$ cat config.mk
export PLATFORM = sky130hd
export DESIGN_NAME = rf_switch_atten_spi_controller
export DESIGN_NICKNAME = d
export VERILOG_FILES = /design/src/rfsw_pkg.sv /design/src/rfsw_ctrl.sv /design/src/rfsw_dp.sv /design/src/rf_switch_atten_spi_controller.sv
export SDC_FILE = /design/constraint.sdc
export NUM_CORES = 1
export LEC_CHECK = 0
export ABC_AREA = 0
export BUFFER_PORTS_ARGS = -buffer_cell sky130_fd_sc_hd__clkbuf_2
export CAP_MARGIN = 40
export CORE_ASPECT_RATIO = 1.1
export CORE_UTILIZATION = 46
export CTS_BUF_LIST = sky130_fd_sc_hd__clkbuf_2 sky130_fd_sc_hd__clkbuf_4 sky130_fd_sc_hd__clkbuf_8
export CTS_CLUSTER_SIZE = 25
export DETAILED_ROUTE_END_ITERATION = 10
export HOLD_SLACK_MARGIN = 0.05
export PLACE_DENSITY = 0.64
export SYNTH_ARGS = -nofsm -noshare
export SYNTH_HDL_FRONTEND = slang
export SYNTH_SLANG_ARGS = --single-unit
$ cat constraint.sdc
create_clock -name clk -period 4.84 [get_ports clk]
set_input_delay 0 -clock clk [delete_from_list [all_inputs] [get_ports clk]]
set_output_delay 0 -clock clk [all_outputs]
set_load 0.005 [all_outputs]
$ cat src/rfsw_pkg.sv
// Shared types, constants and word-building functions for the RF switch/attenuator controller.
`timescale 1ns / 1ps
`default_nettype none

package rfsw_pkg;

	localparam int WORD_W  = 16;
	localparam int CHAN_W  = 3;
	localparam int ATTEN_W = 6;
	localparam int ATIN_W  = 8;
	localparam int WB_W    = 2;
	localparam int BIT_CNT_W = 4;

	localparam logic [WORD_W-1:0]  WORD_RESET  = 16'h0130;
	localparam logic [ATTEN_W-1:0] ATTEN_RESET = 6'd40;
	localparam logic [ATTEN_W-1:0] ATTEN_MAX   = 6'd63;
	localparam logic [WORD_W-1:0]  ATTEN_MASK  = 16'hF003;
	localparam logic [CHAN_W-1:0]  CHAN_ATTEN  = 3'd1;
	localparam logic [BIT_CNT_W-1:0] BIT_LAST  = 4'd15;

	// Channel words
	localparam logic [WORD_W-1:0] CHAN0_WORD = 16'h0130;
	localparam logic [WORD_W-1:0] CHAN1_WORD = 16'h1824;
	localparam logic [WORD_W-1:0] CHAN2_WORD = 16'h0418;
	localparam logic [WORD_W-1:0] CHAN3_WORD = 16'h020C;

	typedef enum logic [1:0] {
		CMD_SET_CHAN  = 2'd0,
		CMD_SET_ATTEN = 2'd1,
		CMD_SET_W     = 2'd2,
		CMD_RAW       = 2'd3
	} cmd_t;

	typedef enum logic [2:0] {
		ST_IDLE,
		ST_EXEC,
		ST_LOAD,
		ST_WAIT,
		ST_SEND,
		ST_ATTEN
	} state_t;

	typedef enum logic [2:0] {
		OP_NONE,
		OP_LATCH,
		OP_APPLY_CMD,
		OP_APPLY_ATTEN,
		OP_LOAD_FRAME,
		OP_NEXT_BIT
	} dp_op_t;

	typedef struct packed {
		dp_op_t op;
		logic   tmr_start;
	} dp_cmd_t;

	typedef struct packed {
		logic has_frame;
		logic two_frames;
		logic bit_last;
		logic tmr_done;
	} dp_sts_t;

	function automatic logic [WORD_W-1:0] chan_word(input logic [CHAN_W-1:0] ch);
		logic [WORD_W-1:0] w;
		case (ch)
			3'd0:    w = CHAN0_WORD;
			3'd1:    w = CHAN1_WORD;
			3'd2:    w = CHAN2_WORD;
			default: w = CHAN3_WORD;
		endcase
		return w;
	endfunction

	// Inverted attenuation goes to bits 15:12 (low nibble) and 1:0 (top two bits)
	function automatic logic [WORD_W-1:0] apply_atten(input logic [WORD_W-1:0] word,
			input logic [ATTEN_W-1:0] att);
		logic [ATTEN_W-1:0] t;
		logic [WORD_W-1:0]  w;
		t = ~att;
		w = word & ~ATTEN_MASK;
		w[15:12] = t[3:0];
		w[1:0]   = t[5:4];
		return w;
	endfunction

	// Saturate signed half-dB value into 0..63
	function automatic logic [ATTEN_W-1:0] sat_atten(input logic [ATIN_W-1:0] a);
		logic [ATTEN_W-1:0] r;
		if (a[ATIN_W-1])
			r = '0;
		else if (a[ATIN_W-2:ATTEN_W] != '0)
			r = ATTEN_MAX;
		else
			r = a[ATTEN_W-1:0];
		return r;
	endfunction

endpackage

`default_nettype wire

$ cat src/rfsw_ctrl.sv
// Sequencing state machine: command execution, per-bit timing and beat handshakes.
`timescale 1ns / 1ps
`default_nettype none

module rfsw_ctrl (
	input  wire logic            clk,
	input  wire logic            arst_n,
	input  wire logic            s_tvalid,
	output logic                 s_tready,
	output logic                 m_tvalid,
	input  wire logic            m_tready,
	output logic                 m_tlast,
	output rfsw_pkg::dp_cmd_t    dp_cmd,
	input  wire rfsw_pkg::dp_sts_t dp_sts
);
	import rfsw_pkg::*;

	state_t state_q, state_nxt;
	logic   second_q;

	// Next state
	always_comb begin
		state_nxt = state_q;
		case (state_q)
			ST_IDLE:  if (s_tvalid) state_nxt = ST_EXEC;
			ST_EXEC:  state_nxt = dp_sts.has_frame ? ST_LOAD : ST_IDLE;
			ST_LOAD:  state_nxt = ST_WAIT;
			ST_WAIT:  if (dp_sts.tmr_done) state_nxt = ST_SEND;
			ST_SEND: begin
				if (m_tready) begin
					if (!dp_sts.bit_last)
						state_nxt = ST_WAIT;
					else if (second_q)
						state_nxt = ST_ATTEN;
					else
						state_nxt = ST_IDLE;
				end
			end
			ST_ATTEN: state_nxt = ST_LOAD;
			default:  state_nxt = ST_IDLE;
		endcase
	end

	// Outputs and datapath commands
	always_comb begin
		s_tready         = 1'b0;
		m_tvalid         = 1'b0;
		m_tlast          = 1'b0;
		dp_cmd.op        = OP_NONE;
		dp_cmd.tmr_start = 1'b0;
		case (state_q)
			ST_IDLE: begin
				s_tready = 1'b1;
				if (s_tvalid) dp_cmd.op = OP_LATCH;
			end
			ST_EXEC:  dp_cmd.op = OP_APPLY_CMD;
			ST_LOAD: begin
				dp_cmd.op        = OP_LOAD_FRAME;
				dp_cmd.tmr_start = 1'b1;
			end
			ST_WAIT:  ;
			ST_SEND: begin
				m_tvalid = 1'b1;
				m_tlast  = dp_sts.bit_last & ~second_q;
				if (m_tready && !dp_sts.bit_last) begin
					dp_cmd.op        = OP_NEXT_BIT;
					dp_cmd.tmr_start = 1'b1;
				end
			end
			ST_ATTEN: dp_cmd.op = OP_APPLY_ATTEN;
			default:  ;
		endcase
	end

	// State and second-frame flag
	always_ff @(posedge clk or negedge arst_n) begin
		if (!arst_n) begin
			state_q  <= ST_IDLE;
			second_q <= 1'b0;
		end else begin
			state_q <= state_nxt;
			if (state_q == ST_EXEC)
				second_q <= dp_sts.two_frames;
			else if (state_q == ST_ATTEN)
				second_q <= 1'b0;
		end
	end

endmodule

`default_nettype wire

$ cat src/rfsw_dp.sv
// Datapath: control word state, frame shifter and bit timer.
`timescale 1ns / 1ps
`default_nettype none

module rfsw_dp #(
	parameter int NUM_DEVICES      = 2,
	parameter int BIT_DELAY_CYCLES = 100
) (
	input  wire logic                           clk,
	input  wire logic                           arst_n,
	input  wire logic [1:0]                     in_cmd,
	input  wire logic [rfsw_pkg::CHAN_W-1:0]    in_channel,
	input  wire logic [rfsw_pkg::ATIN_W-1:0]    in_atten,
	input  wire logic [rfsw_pkg::WB_W-1:0]      in_w,
	input  wire logic [rfsw_pkg::WORD_W-1:0]    in_raw,
	input  wire logic                           cfg_we,
	input  wire logic                           cfg_wdata,
	input  wire rfsw_pkg::dp_cmd_t              dp_cmd,
	output rfsw_pkg::dp_sts_t                   dp_sts,
	output logic                                chip_select,
	output logic                                data_bit,
	output logic [rfsw_pkg::WORD_W-1:0]         frame_word
);
	import rfsw_pkg::*;

	// Each bit spans three delay phases
	localparam int BIT_CYCLES = 3 * BIT_DELAY_CYCLES;
	localparam int TMR_W      = $clog2(BIT_CYCLES + 1);
	localparam logic [TMR_W-1:0] TMR_LOAD = TMR_W'(BIT_CYCLES - 1);

	// Latched item
	cmd_t                cmd_q;
	logic [CHAN_W-1:0]   ch_in_q;
	logic [ATIN_W-1:0]   att_in_q;
	logic [WB_W-1:0]     w_q;
	logic [WORD_W-1:0]   raw_q;

	// Architectural state
	logic [WORD_W-1:0]   word_q;
	logic [CHAN_W-1:0]   chan_q;
	logic [ATTEN_W-1:0]  atten_q;
	logic                dev_q;

	// Frame shifter and timer
	logic [WORD_W-1:0]   shift_q;
	logic [WORD_W-1:0]   frame_q;
	logic [BIT_CNT_W-1:0] bit_cnt_q;
	logic [TMR_W-1:0]    tmr_q;

	logic [ATTEN_W-1:0]  att_sat;

	assign att_sat = sat_atten(att_in_q);

	// Item capture
	always_ff @(posedge clk) begin
		if (dp_cmd.op == OP_LATCH) begin
			cmd_q    <= cmd_t'(in_cmd);
			ch_in_q  <= in_channel;
			att_in_q <= in_atten;
			w_q      <= in_w;
			raw_q    <= in_raw;
		end
	end

	// Control word, channel, attenuation and device select
	always_ff @(posedge clk or negedge arst_n) begin
		if (!arst_n) begin
			word_q  <= WORD_RESET;
			chan_q  <= '0;
			atten_q <= ATTEN_RESET;
			dev_q   <= 1'b0;
		end else begin
			if (cfg_we) dev_q <= cfg_wdata;
			case (dp_cmd.op)
				OP_APPLY_CMD: begin
					case (cmd_q)
						CMD_SET_CHAN: begin
							word_q <= chan_word(ch_in_q);
							chan_q <= ch_in_q;
						end
						CMD_SET_ATTEN: begin
							atten_q <= att_sat;
							if (chan_q == CHAN_ATTEN) word_q <= apply_atten(word_q, att_sat);
						end
						CMD_SET_W: begin
							// w bit 1 lands in word bit 6, w bit 0 in word bit 7
							word_q[7] <= w_q[0];
							word_q[6] <= w_q[1];
						end
						CMD_RAW:  word_q <= raw_q;
						default:  ;
					endcase
				end
				OP_APPLY_ATTEN: word_q <= apply_atten(word_q, atten_q);
				default: ;
			endcase
		end
	end

	// Frame shifter, MSB first
	always_ff @(posedge clk or negedge arst_n) begin
		if (!arst_n) begin
			bit_cnt_q <= '0;
		end else begin
			case (dp_cmd.op)
				OP_LOAD_FRAME: bit_cnt_q <= '0;
				OP_NEXT_BIT:   bit_cnt_q <= bit_cnt_q + 1'b1;
				default:       ;
			endcase
		end
	end

	always_ff @(posedge clk) begin
		case (dp_cmd.op)
			OP_LOAD_FRAME: begin
				shift_q <= word_q;
				frame_q <= word_q;
			end
			OP_NEXT_BIT: shift_q <= {shift_q[WORD_W-2:0], 1'b0};
			default:     ;
		endcase
	end

	// Bit timer
	always_ff @(posedge clk or negedge arst_n) begin
		if (!arst_n) begin
			tmr_q <= '0;
		end else if (dp_cmd.tmr_start) begin
			tmr_q <= TMR_LOAD;
		end else if (tmr_q != '0) begin
			tmr_q <= tmr_q - 1'b1;
		end
	end

	// Status to controller
	always_comb begin
		dp_sts.has_frame  = (cmd_q != CMD_SET_ATTEN) || (chan_q == CHAN_ATTEN);
		dp_sts.two_frames = (cmd_q == CMD_SET_CHAN) && (ch_in_q == CHAN_ATTEN);
		dp_sts.bit_last   = (bit_cnt_q == BIT_LAST);
		dp_sts.tmr_done   = (tmr_q == '0);
	end

	// Out-of-range select saturates to the last device
	assign chip_select = (NUM_DEVICES > 1) ? dev_q : 1'b0;
	assign data_bit    = shift_q[WORD_W-1];
	assign frame_word  = frame_q;

endmodule

`default_nettype wire

$ cat src/rf_switch_atten_spi_controller.sv
// Top level of the RF switch/attenuator serial controller.
//
//  Channel | Dir | Signals                      | Beat contents
//  --------+-----+------------------------------+-------------------------------------------
//  s_      | in  | tvalid tready tdata tuser    | one command (cmd in tuser)
//  m_      | out | tvalid tready tdata tuser    | one serial bit; tlast on final bit
//  cfg_    | in  | we wdata                     | device_select register write
//
// One command at a time. A command takes 16 or 32 serial bits (none for set attenuation
// off channel 1); each bit waits for the bit timer to expire and is then offered on the
// output. After the accept, the execute and load states follow, and the channel 1 second
// frame adds attenuation and load states. Output stalls hold the current bit and timing
// restarts after it is taken. Reset restores the channel zero word, channel 0, attenuation
// 40 and device 0.
`timescale 1ns / 1ps
`default_nettype none

module rf_switch_atten_spi_controller #(
	parameter int NUM_DEVICES      = 2,
	parameter int BIT_DELAY_CYCLES = 100
) (
	input  wire logic        clk,
	input  wire logic        arst_n,
	input  wire logic        s_tvalid,
	output logic             s_tready,
	input  wire logic [31:0] s_tdata,  // channel[2:0], atten_half_db[10:3], w_bits[12:11],
	                                   // raw_word[28:13], zero pad[31:29]
	input  wire logic [1:0]  s_tuser,  // cmd[1:0]
	output logic             m_tvalid,
	input  wire logic        m_tready,
	output logic [23:0]      m_tdata,  // data_bit[0], frame_word[16:1], zero pad[23:17]
	output logic [1:0]       m_tuser,  // chip_select[0], frame_end[1]
	output logic             m_tlast,
	input  wire logic        cfg_we,
	input  wire logic        cfg_wdata
);
	import rfsw_pkg::*;

	dp_cmd_t            dp_cmd;
	dp_sts_t            dp_sts;
	logic               chip_select;
	logic               data_bit;
	logic [WORD_W-1:0]  frame_word;

	rfsw_ctrl u_ctrl (
		.clk      (clk),
		.arst_n   (arst_n),
		.s_tvalid (s_tvalid),
		.s_tready (s_tready),
		.m_tvalid (m_tvalid),
		.m_tready (m_tready),
		.m_tlast  (m_tlast),
		.dp_cmd   (dp_cmd),
		.dp_sts   (dp_sts)
	);

	rfsw_dp #(
		.NUM_DEVICES      (NUM_DEVICES),
		.BIT_DELAY_CYCLES (BIT_DELAY_CYCLES)
	) u_dp (
		.clk         (clk),
		.arst_n      (arst_n),
		.in_cmd      (s_tuser),
		.in_channel  (s_tdata[2:0]),
		.in_atten    (s_tdata[10:3]),
		.in_w        (s_tdata[12:11]),
		.in_raw      (s_tdata[28:13]),
		.cfg_we      (cfg_we),
		.cfg_wdata   (cfg_wdata),
		.dp_cmd      (dp_cmd),
		.dp_sts      (dp_sts),
		.chip_select (chip_select),
		.data_bit    (data_bit),
		.frame_word  (frame_word)
	);

	// Output beat packing
	assign m_tdata = {7'd0, frame_word, data_bit};
	assign m_tuser = {dp_sts.bit_last, chip_select};

endmodule

`default_nettype wire

# Word level (Yosys, flattened, before mapping)
# Cells that the tools add are included.
# classes
n_mux,28
reduce_logical,20
add_sub_neg,2
n_bitwise,6
eq_ne,23
# op_table
operator,n
16-bit case mux with 2 select lines,2
13-bit case mux with 3 select lines,1
8-bit case mux with 3 select lines,1
9-bit two-way mux,2
3-bit case mux with 6 select lines,1
6-bit case mux with 3 select lines,1
16-bit two-way mux,1
"3-bit by 2-bit equality test with 1-bit output, second input constant",5
3-bit two-way mux,5
3-bit case mux with 5 select lines,1
"3-bit by 1-bit equality test with 1-bit output, second input constant",4
"3-bit equality test, second input constant",4
6-bit two-way mux,2
6-bit NOT,2
2-bit nonzero test,5
9-bit zero test,1
3-bit AND reduction,3
9-bit nonzero test,1
"9-bit by 1-bit subtractor with 9-bit output, second input constant",1
2-bit case mux with 4 select lines,1
4-bit case mux with 2 select lines,1
3-bit zero test,2
1-bit two-way mux,6
"2-bit != test, second input constant",3
18 further kinds,23
# totals
ff_bits,106
inputBits,40

# Longest topological paths before layout
# Gate-level depths: netlist of the first run.
# logic_depth
word_depth,8
mapped_depth,8

# Hierarchy
# Synthesis of the first run repeated with hierarchy kept, for this count alone.
# hier_totals
hier_cells,331
hier_area_um2,4480.5
# by_module_without_submodules
mod,area_per_inst_um2,cells_each,seq_area_each_um2,instances
rfsw_dp,4077.7,284,2874.0,1
rfsw_ctrl,331.6,37,100.1,1
rf_switch_atten_spi_controller,71.3,10,0.0,1

# Worst setup path after synthesis of the first run
# OpenSTA, ideal clock, no wires.
# synth_timing
path_kind,flip-flop to flip-flop
start,reg u_ctrl.state_q[2]
end,reg u_dp.att_in_q[0] (enable)
required_ps,4449
period_less_slack_ps,2122
setup_slack_ps,2718
arrival_ps,1731
setup_time_ps,391
stages_incl_launch_ff,4
cell_sequence,dfrtp_1 clkbuf_1 nor3_1 and2_1
# synth_via
elab_chain_len,3
word_cells_on_any_way,7
# synth_rtl
item,line,text
start: declaration,rfsw_ctrl.sv:18,"state_t state_q, state_nxt;"
start signal: assignment,rfsw_ctrl.sv:81,state_q <= state_nxt;
3-bit equality test (tied with other cells),rfsw_ctrl.sv:51,case (state_q)
3-bit case mux with 5 select lines *,rfsw_ctrl.sv:51,
3-bit by 1-bit equality test with 1-bit output *,rfsw_dp.sv:56,if (dp_cmd.op == OP_LATCH) begin
end signal: assignment,rfsw_dp.sv:59,att_in_q <= in_atten;
end: declaration,rfsw_dp.sv:34,logic [ATIN_W-1:0] att_in_q;
# Mark *: on every way between the ends. The rest lies on a longest branch, timed or not.
# A chain may end at the register's enable or synchronous reset.

# Final worst setup path of the first run
# layout_timing
start,reg u_dp.cmd_q[1]
end,reg u_dp.word_q[1]
# layout_via
elab_chain_len,3
word_cells_on_any_way,8
# layout_rtl
item,line,text
start: declaration,rfsw_dp.sv:32,cmd_t cmd_q;
start signal: assignment,rfsw_dp.sv:57,cmd_q <= cmd_t'(in_cmd);
2-bit equality test (tied with other cells),rfsw_dp.sv:76,case (cmd_q)
6-bit case mux with 3 select lines (tied with other cells),rfsw_dp.sv:76,
16-bit case mux with 2 select lines or 3-bit AND reduction (tied branches),n/a,
end signal: assignment,rfsw_dp.sv:78,word_q <= chan_word(ch_in_q);
end signal: assignment,rfsw_dp.sv:83,"if (chan_q == CHAN_ATTEN) word_q <= apply_atten(word_q, att_sat);"
end signal: assignment,rfsw_dp.sv:90,CMD_RAW: word_q <= raw_q;
end: declaration,rfsw_dp.sv:39,logic [WORD_W-1:0] word_q;
# Several ways; a longest one is shown, not always the timed one. The select of a mux whose other input is x is not followed.

==> results.py, run 1 <==
metrics = {
    "synthesis": {
        "synth_area_leaders": "edfxtp_1 (42%), dfrtp_1 (21%), mux2_4 (4.3%)",
        "ys_types": 53,
        "netlist_top_cells_count": "edfxtp_1 (63), dfrtp_1 (38), nand2_1 (27)",
        "synth_xor_area_share_pct": 0.386,
        "synthSimpleGateAreaFrac_pct": 11.6,
        "synth_compound_area_share_pct": 10.2,
        "synth_edf_count": 63,
        "ys.flop_type": "edfxtp_1",
        "synth_top_area_share_pct": 41.7,
        "ys_seq_elements": 106,
        "synth.most_common_cell": "edfxtp_1",
        "synth_area_per_cell_sq_um": 13.5,
        "yosysTopAreaCell": "edfxtp_1",
        "synthMuxAreaShare_pct": 6.45,
        "synth_fa_ha_area_share_pct": 1.65,
        "syn_area_sq_um": 4540,
        "synthArstFlopShare_pct": 40.6,
        "synth_top_family_by_area": "simple AND/OR/NAND/NOR gates",
        "yosys_warnings": 0,
        "synth.yosys.seq_area_share_pct": 65.5,
        "synth_cells": 336,
    },
    "grt": {
        "use_met1_pct": 21.6,
        "grt-ovfl-total": 0,
        "grt_util_met3_pct": 2.83,
        "busiest_layer": "met2",
        "grt_pass1_wl_mm": 13.2,
        "grt_pass1_vias": 2712,
        "grt_max_degree": 44,
        "grt_use_met2_pct": 26.8,
        "antenna_found_initial": 0,
        "grtUsageTotal_pct": 16.5,
    },
    "final_layout": {
        "fin_nets": 473,
        "drive_gt1_share_pct": 24.8,
        "insertedDiodeCount": 0,
        "utilization_pct": 57.2,
        "fin_cells": 549,
        "synthToLayoutAreaGrowth_pct": 19.6,
    },
    "power_and_ir_drop": {
        "powerDensity_nw_per_um2": 287,
        "p_leak_nw": 2.21,
        "vdd_ir_drop_max_uv": 193,
    },
    "routing": {
        "via_per_inst": 5.10,
        "route.detailed.drc": 0,
        "ant_nets": 0,
        "wl_per_cell_microns": 14.5,
        "wl_mm": 7.96,
        "drtPass1Iterations": 4,
        "first_iter_violations": 100,
        "vias": 2799,
    },
    "timing": {
        "setup-tns-final_ns": 0,
        "hold_viol": 0,
        "fmax_mhz": 439,
        "finalCritPeriodShare_pct": 47.0,
        "finClkSkew_ns": 0.0116,
        "rsz0062_at_grt": "false",
        "setup_viol": 0,
        "fin_crit_ns": 2.28,
        "slew_violations": 0,
        "max_slew_margin_pct": 45.0,
        "tightestPinTransition_ns": 0.825,
    },
    "clock_network": {
        "insertion_delay_ns": 0.37,
        "htree_levels": 3,
        "path_clk_slew_ns": 0.10,
        "clkSinkCount": 106,
        "cts.repair.resized": 0,
        "cts_tree": "yes",
        "clk_path_buf_depth": 2,
        "cts_root_buf": "clkbuf_8",
        "cts_buffers": 9,
    },
    "worst_setup_path": {
        "worstSetupPathType": "register to register",
        "cp_max_fo": 17,
        "cp-end-kind": "register",
        "setup.worst_path.start_class": "register",
        "arrival_ns": 2.55,
        "cp.required_ns": 5.11,
    },
    "die": {
        "fp.dieW_microns": 96.7,
        "core_area_sq_um": 9490,
        "placement_rows": 37,
        "dieArea_sq_um": 10300,
        "die_y_microns": 106,
        "boundaryPins": 69,
        "initial_core_util_pct": 47.9,
    },
    "placement": {
        "finalWeightedCongestion": 0.748,
        "portBuffers": 58,
        "placed_cells": 498,
        "dp_hpwl_mm": 5.27,
    },
    "worst_hold_path": {
        "worstHoldPathType": "primary input to register",
    },
    "job": {
        "drv_cap": 0,
    },
    "outcome": {
        "status": "finished, final reports clean",
    },
}
flip-flops by register name (all words and copies together) (netlist names), 4 cells and up:
register / count
u_dp.frame_word: 16
u_dp.att_in_q: 8
u_dp.shift_q: 16
u_dp.bit_cnt_q: 4
u_dp.raw_q: 16
u_dp.tmr_q: 9
u_dp.atten_q: 6
u_dp.word_q: 16
timing repair:
action / in CTS / in global routing
buffers inserted: 0 / 0
hold endpoints to repair: 71 / 0
hold buffers: 35 / 0
per-stage QoR:
step                power [W]  setup WS [ns]  instance area (sq um)  hold slack, ns
floorplan            0.000982           2.72                   4560          -0.296
global placement      0.00100           2.31                   4880           0.113
detailed placement    0.00100           2.57                   4880           0.105
CTS                   0.00157           2.53                   5430           0.126
global route          0.00161           2.35                   5430           0.158
finish                0.00156           2.56                   5430           0.134
where the power goes:
part	total, W	internal (W)	switching, W
registers	0.000955	0.000954	0.000000377
clock network	0.000554	0.000244	0.000310
logic	0.0000484	0.0000308	0.0000176
total	0.00156	0.00123	0.000328
cells by family (layout without fill, tap and decap cells):
family,count (synthesis),after routing
DFF,106,106
AOI/OAI and AO/OA,70,70
adders and majority gates,6,6
other,1,7
muxes,22,22
buffers and inverters,34,124
xor gates and xnor gates,2,2
and+or+nand+nor,95,95
critical path: stages, from the launching register on:
cell and delay [ns]:
edfxtp_1 0.43, inv_1 0.10, ha_1 0.57, nor4bb_1 0.41, o31ai_1 0.18, buf_2 0.21, o31ai_1 0.27
final cells by class:
cell class                      instances  area, sq um
Timing Repair Buffer                   97          668
Fill cell                             777         4060
Clock inverter                          7         76.3
Inverter                               11         41.3
Tap cell                              117          146
Sequential cell                       106         2970
Multi-Input combinational cell        202         1400
Clock buffer                            9          124
metal layers:
metal  routed length (microns)  vias to the layer above
li1                          -                     1404
met1                      3610                     1317
met2                      3940                       64
met3                       234                       14
met4                       182                        0
met5                         0                        -
worst paths after layout:
path	from	to	slack, ns	cells past startpoint
worst max-delay path	u_dp.cmd_q[1]	u_dp.word_q[1]	2.56	6
worst min-delay path	m_tready	u_dp.bit_cnt_q[3]	0.13	4
worst max register to register	u_dp.cmd_q[1]	u_dp.word_q[1]	2.56	6
worst min register to register	u_dp.atten_q[2]	u_dp.atten_q[2]	0.48	2
max in group asynchronous	arst_n	u_dp.atten_q[5]	4.22	3
min in group asynchronous	arst_n	u_dp.tmr_q[4]	0.23	3
placed cells by master (no fill, tap or decap), drive strengths merged, types with 2 or more instances in the layout:
| cell | n |
|---|---|
| clkbuf | 67 |
| a22oi | 4 |
| a22o | 2 |
| or3 | 4 |
| mux2 | 19 |
| dfrtp | 38 |
| buf | 4 |
| nand2 | 27 |
| ha | 6 |
| nor3b | 4 |
| dfstp | 5 |
| inv | 14 |
| nand3 | 9 |
| a21o | 2 |
| or3b | 2 |
| and2 | 4 |
| dlygate4sd3 | 35 |
| nor2b | 4 |
| a221oi | 5 |
| a211o | 3 |
| edfxtp | 63 |
| mux2i | 3 |
| a21oi | 14 |
| nand2b | 3 |
| nor2 | 17 |
| xnor2 | 2 |
| clkinvlp | 2 |
| o31ai | 6 |
| and3 | 8 |
| conb | 7 |
| nor3 | 8 |
| o21ai | 20 |
| o21bai | 6 |
Power figures use the tool's default switching activity.
==> run 2, diff against run 1 <==
PLACE_DENSITY = 0.66   (was 0.64)
clock period = 1.9 ns   (was 4.84 ns; I/O delays follow)
==> run 2 against run 1 <==
Combinational power increased to 2.6 times the previous value. Non-clock buffer count increased by 17. Fmax increased by 28%. Sequential share of layout area decreased by 1.9 points. Flip-flop and latch count unchanged. First-iteration DRC count decreased by 21%. Total power increased to 2.5 times the previous value. Worst setup slack got worse by 2.4 ns.
==> results.py, run 2 (synthesized netlist as in run 1, its figures left out) <==
metrics = {
    "die": {
        "initial_core_util_pct": 47.9,
        "dieArea_sq_um": 10300,
        "fp.dieW_microns": 96.7,
        "core_area_sq_um": 9490,
        "die_y_microns": 106,
        "placement_rows": 37,
        "boundaryPins": 69,
    },
    "grt": {
        "grt_pass1_vias": 2817,
        "grt-ovfl-total": 0,
        "grt_max_degree": 44,
        "grtUsageTotal_pct": 17.1,
        "grt_pass1_wl_mm": 13.6,
        "antenna_found_initial": 0,
    },
    "worst_setup_path": {
        "arrival_ns": 2.04,
        "reg2reg_setup_slack_ns": 0.12,
        "cp_max_fo": 5,
        "endpoint": "u_dp.word_q[12]",
        "crit_start": "u_dp.cmd_q[1]",
        "cp-end-kind": "register",
        "cp.required_ns": 2.15,
        "reg2reg_from": "u_dp.cmd_q[1]",
        "reg2reg_depth": 7,
        "worstSetupPathType": "register to register",
        "reg2reg_to": "u_dp.word_q[12]",
        "setup.worst_path.start_class": "register",
    },
    "timing": {
        "fin_crit_ns": 1.78,
        "slew_violations": 0,
        "tightestPinTransition_ns": 0.571,
        "hold-worst-slack_ns": 0.0627,
        "fmax_mhz": 561,
        "finClkSkew_ns": 0.0110,
        "max_slew_margin_pct": 61.9,
        "setup_viol": 0,
        "hold_viol": 0,
        "finalCritPeriodShare_pct": 93.9,
    },
    "routing": {
        "route.detailed.drc": 0,
        "first_iter_violations": 79,
        "ant_nets": 0,
        "via_per_inst": 5.11,
        "wl_mm": 8.24,
        "wl_per_cell_microns": 14.6,
        "vias": 2893,
        "drtPass1Iterations": 4,
    },
    "placement": {
        "dpl_cell_area_sq_um": 5040,
        "portBuffers": 58,
        "finalWeightedCongestion": 0.775,
        "placed_cells": 514,
        "dp_hpwl_mm": 5.46,
    },
    "power_and_ir_drop": {
        "p_leak_nw": 2.31,
        "power_w": 0.00395,
        "powerDensity_nw_per_um2": 701,
        "vdd_ir_drop_max_uv": 334,
    },
    "final_layout": {
        "drive_gt1_share_pct": 28.3,
        "utilization_pct": 59.3,
        "synthToLayoutAreaGrowth_pct": 24.0,
        "layout_commonest_cell": "edfxtp_1",
        "fin_cells": 566,
        "final_area_sq_um": 5630,
        "insertedDiodeCount": 0,
        "layout_common_cells": "edfxtp_1 (63), clkbuf_2 (58), dfrtp_1 (38)",
        "nFillCells": 750,
        "fin_nets": 490,
    },
    "clock_network": {
        "insertion_delay_ns": 0.36,
        "clkSinkCount": 106,
        "clk_path_buf_depth": 2,
        "cts_root_buf": "clkbuf_8",
        "htree_levels": 3,
        "path_clk_slew_ns": 0.10,
        "cts_tree": "yes",
        "cts_buffers": 9,
    },
    "outcome": {
        "status": "finished, final reports clean",
    },
    "job": {
        "drv_cap": 0,
    },
    "worst_hold_path": {
        "worstHoldPathType": "primary input to register",
    },
}
## run 2: stage by stage
| step | TNS (ns) | setup WS, ns |
|---|---|---|
| floorplan | 0 | 0.0935 |
| global placement | -1.32 | -0.276 |
| detailed placement | 0 | 0.0886 |
| CTS | 0 | 0.0816 |
| global route | -0.0135 | -0.00943 |
| finish | 0 | 0.116 |
## run 2: how the worst min path moves through the flow
stage              from                end  slack, ns  cells after the start
2_1_floorplan    arst_n    u_ctrl.second_q      -0.30                      0
3_3_place_gp     arst_n      u_dp.tmr_q[5]       0.11                      2
3_5_place_dp     arst_n      u_dp.tmr_q[4]       0.12                      2
4_1_cts        m_tready  u_dp.bit_cnt_q[3]       0.13                      4
5_1_grt        m_tready  u_dp.bit_cnt_q[2]       0.05                      4
6_report       m_tready  u_dp.bit_cnt_q[2]       0.06                      4
## run 2: power by group
group | internal, W | switching, W | leakage [nW]
registers | 0.00243 | 0.000000927 | 1.03
clock network | 0.000621 | 0.000770 | 0.100
logic | 0.0000784 | 0.0000467 | 1.18
## run 2: repair_timing
action / CTS / global route
endpoints found under the hold margin: 71 / 0
setup buffers: 0 / 1
hold buffers: 35 / 0
gates resized for setup: 0 / 3
setup endpoints to repair: 0 / 4
## run 2: critical path, cell delays in order, from the launching register on
cell and delay (ns):
edfxtp_1 0.40, inv_1 0.10, ha_1 0.23, buf_4 0.17, nor2_1 0.04, and3_1 0.20, or3_1 0.36, a22o_1 0.18
## run 2: layout make-up
cell class                 count  area (sq um)  share of cell area (%)
clock inverter                 7          77.6                    1.38
clock buffer                   9           124                    2.20
sequential                   106          2970                    52.8
inverter                      11          41.3                   0.733
tap                          117           146                    2.60
multi-input combinational    202          1420                    25.3
timing repair buffer         114           846                    15.0
## run 2: metal layers
layer / global-route usage, % / part of all wire (%) / vias up
met5: 0 / 0 / -
met4: 8.85 / 2.4 / 0
met1: 21.9 / 45 / 1373
li1: - / - / 1437
met3: 3.22 / 3.0 / 15
met2: 28.0 / 49 / 68
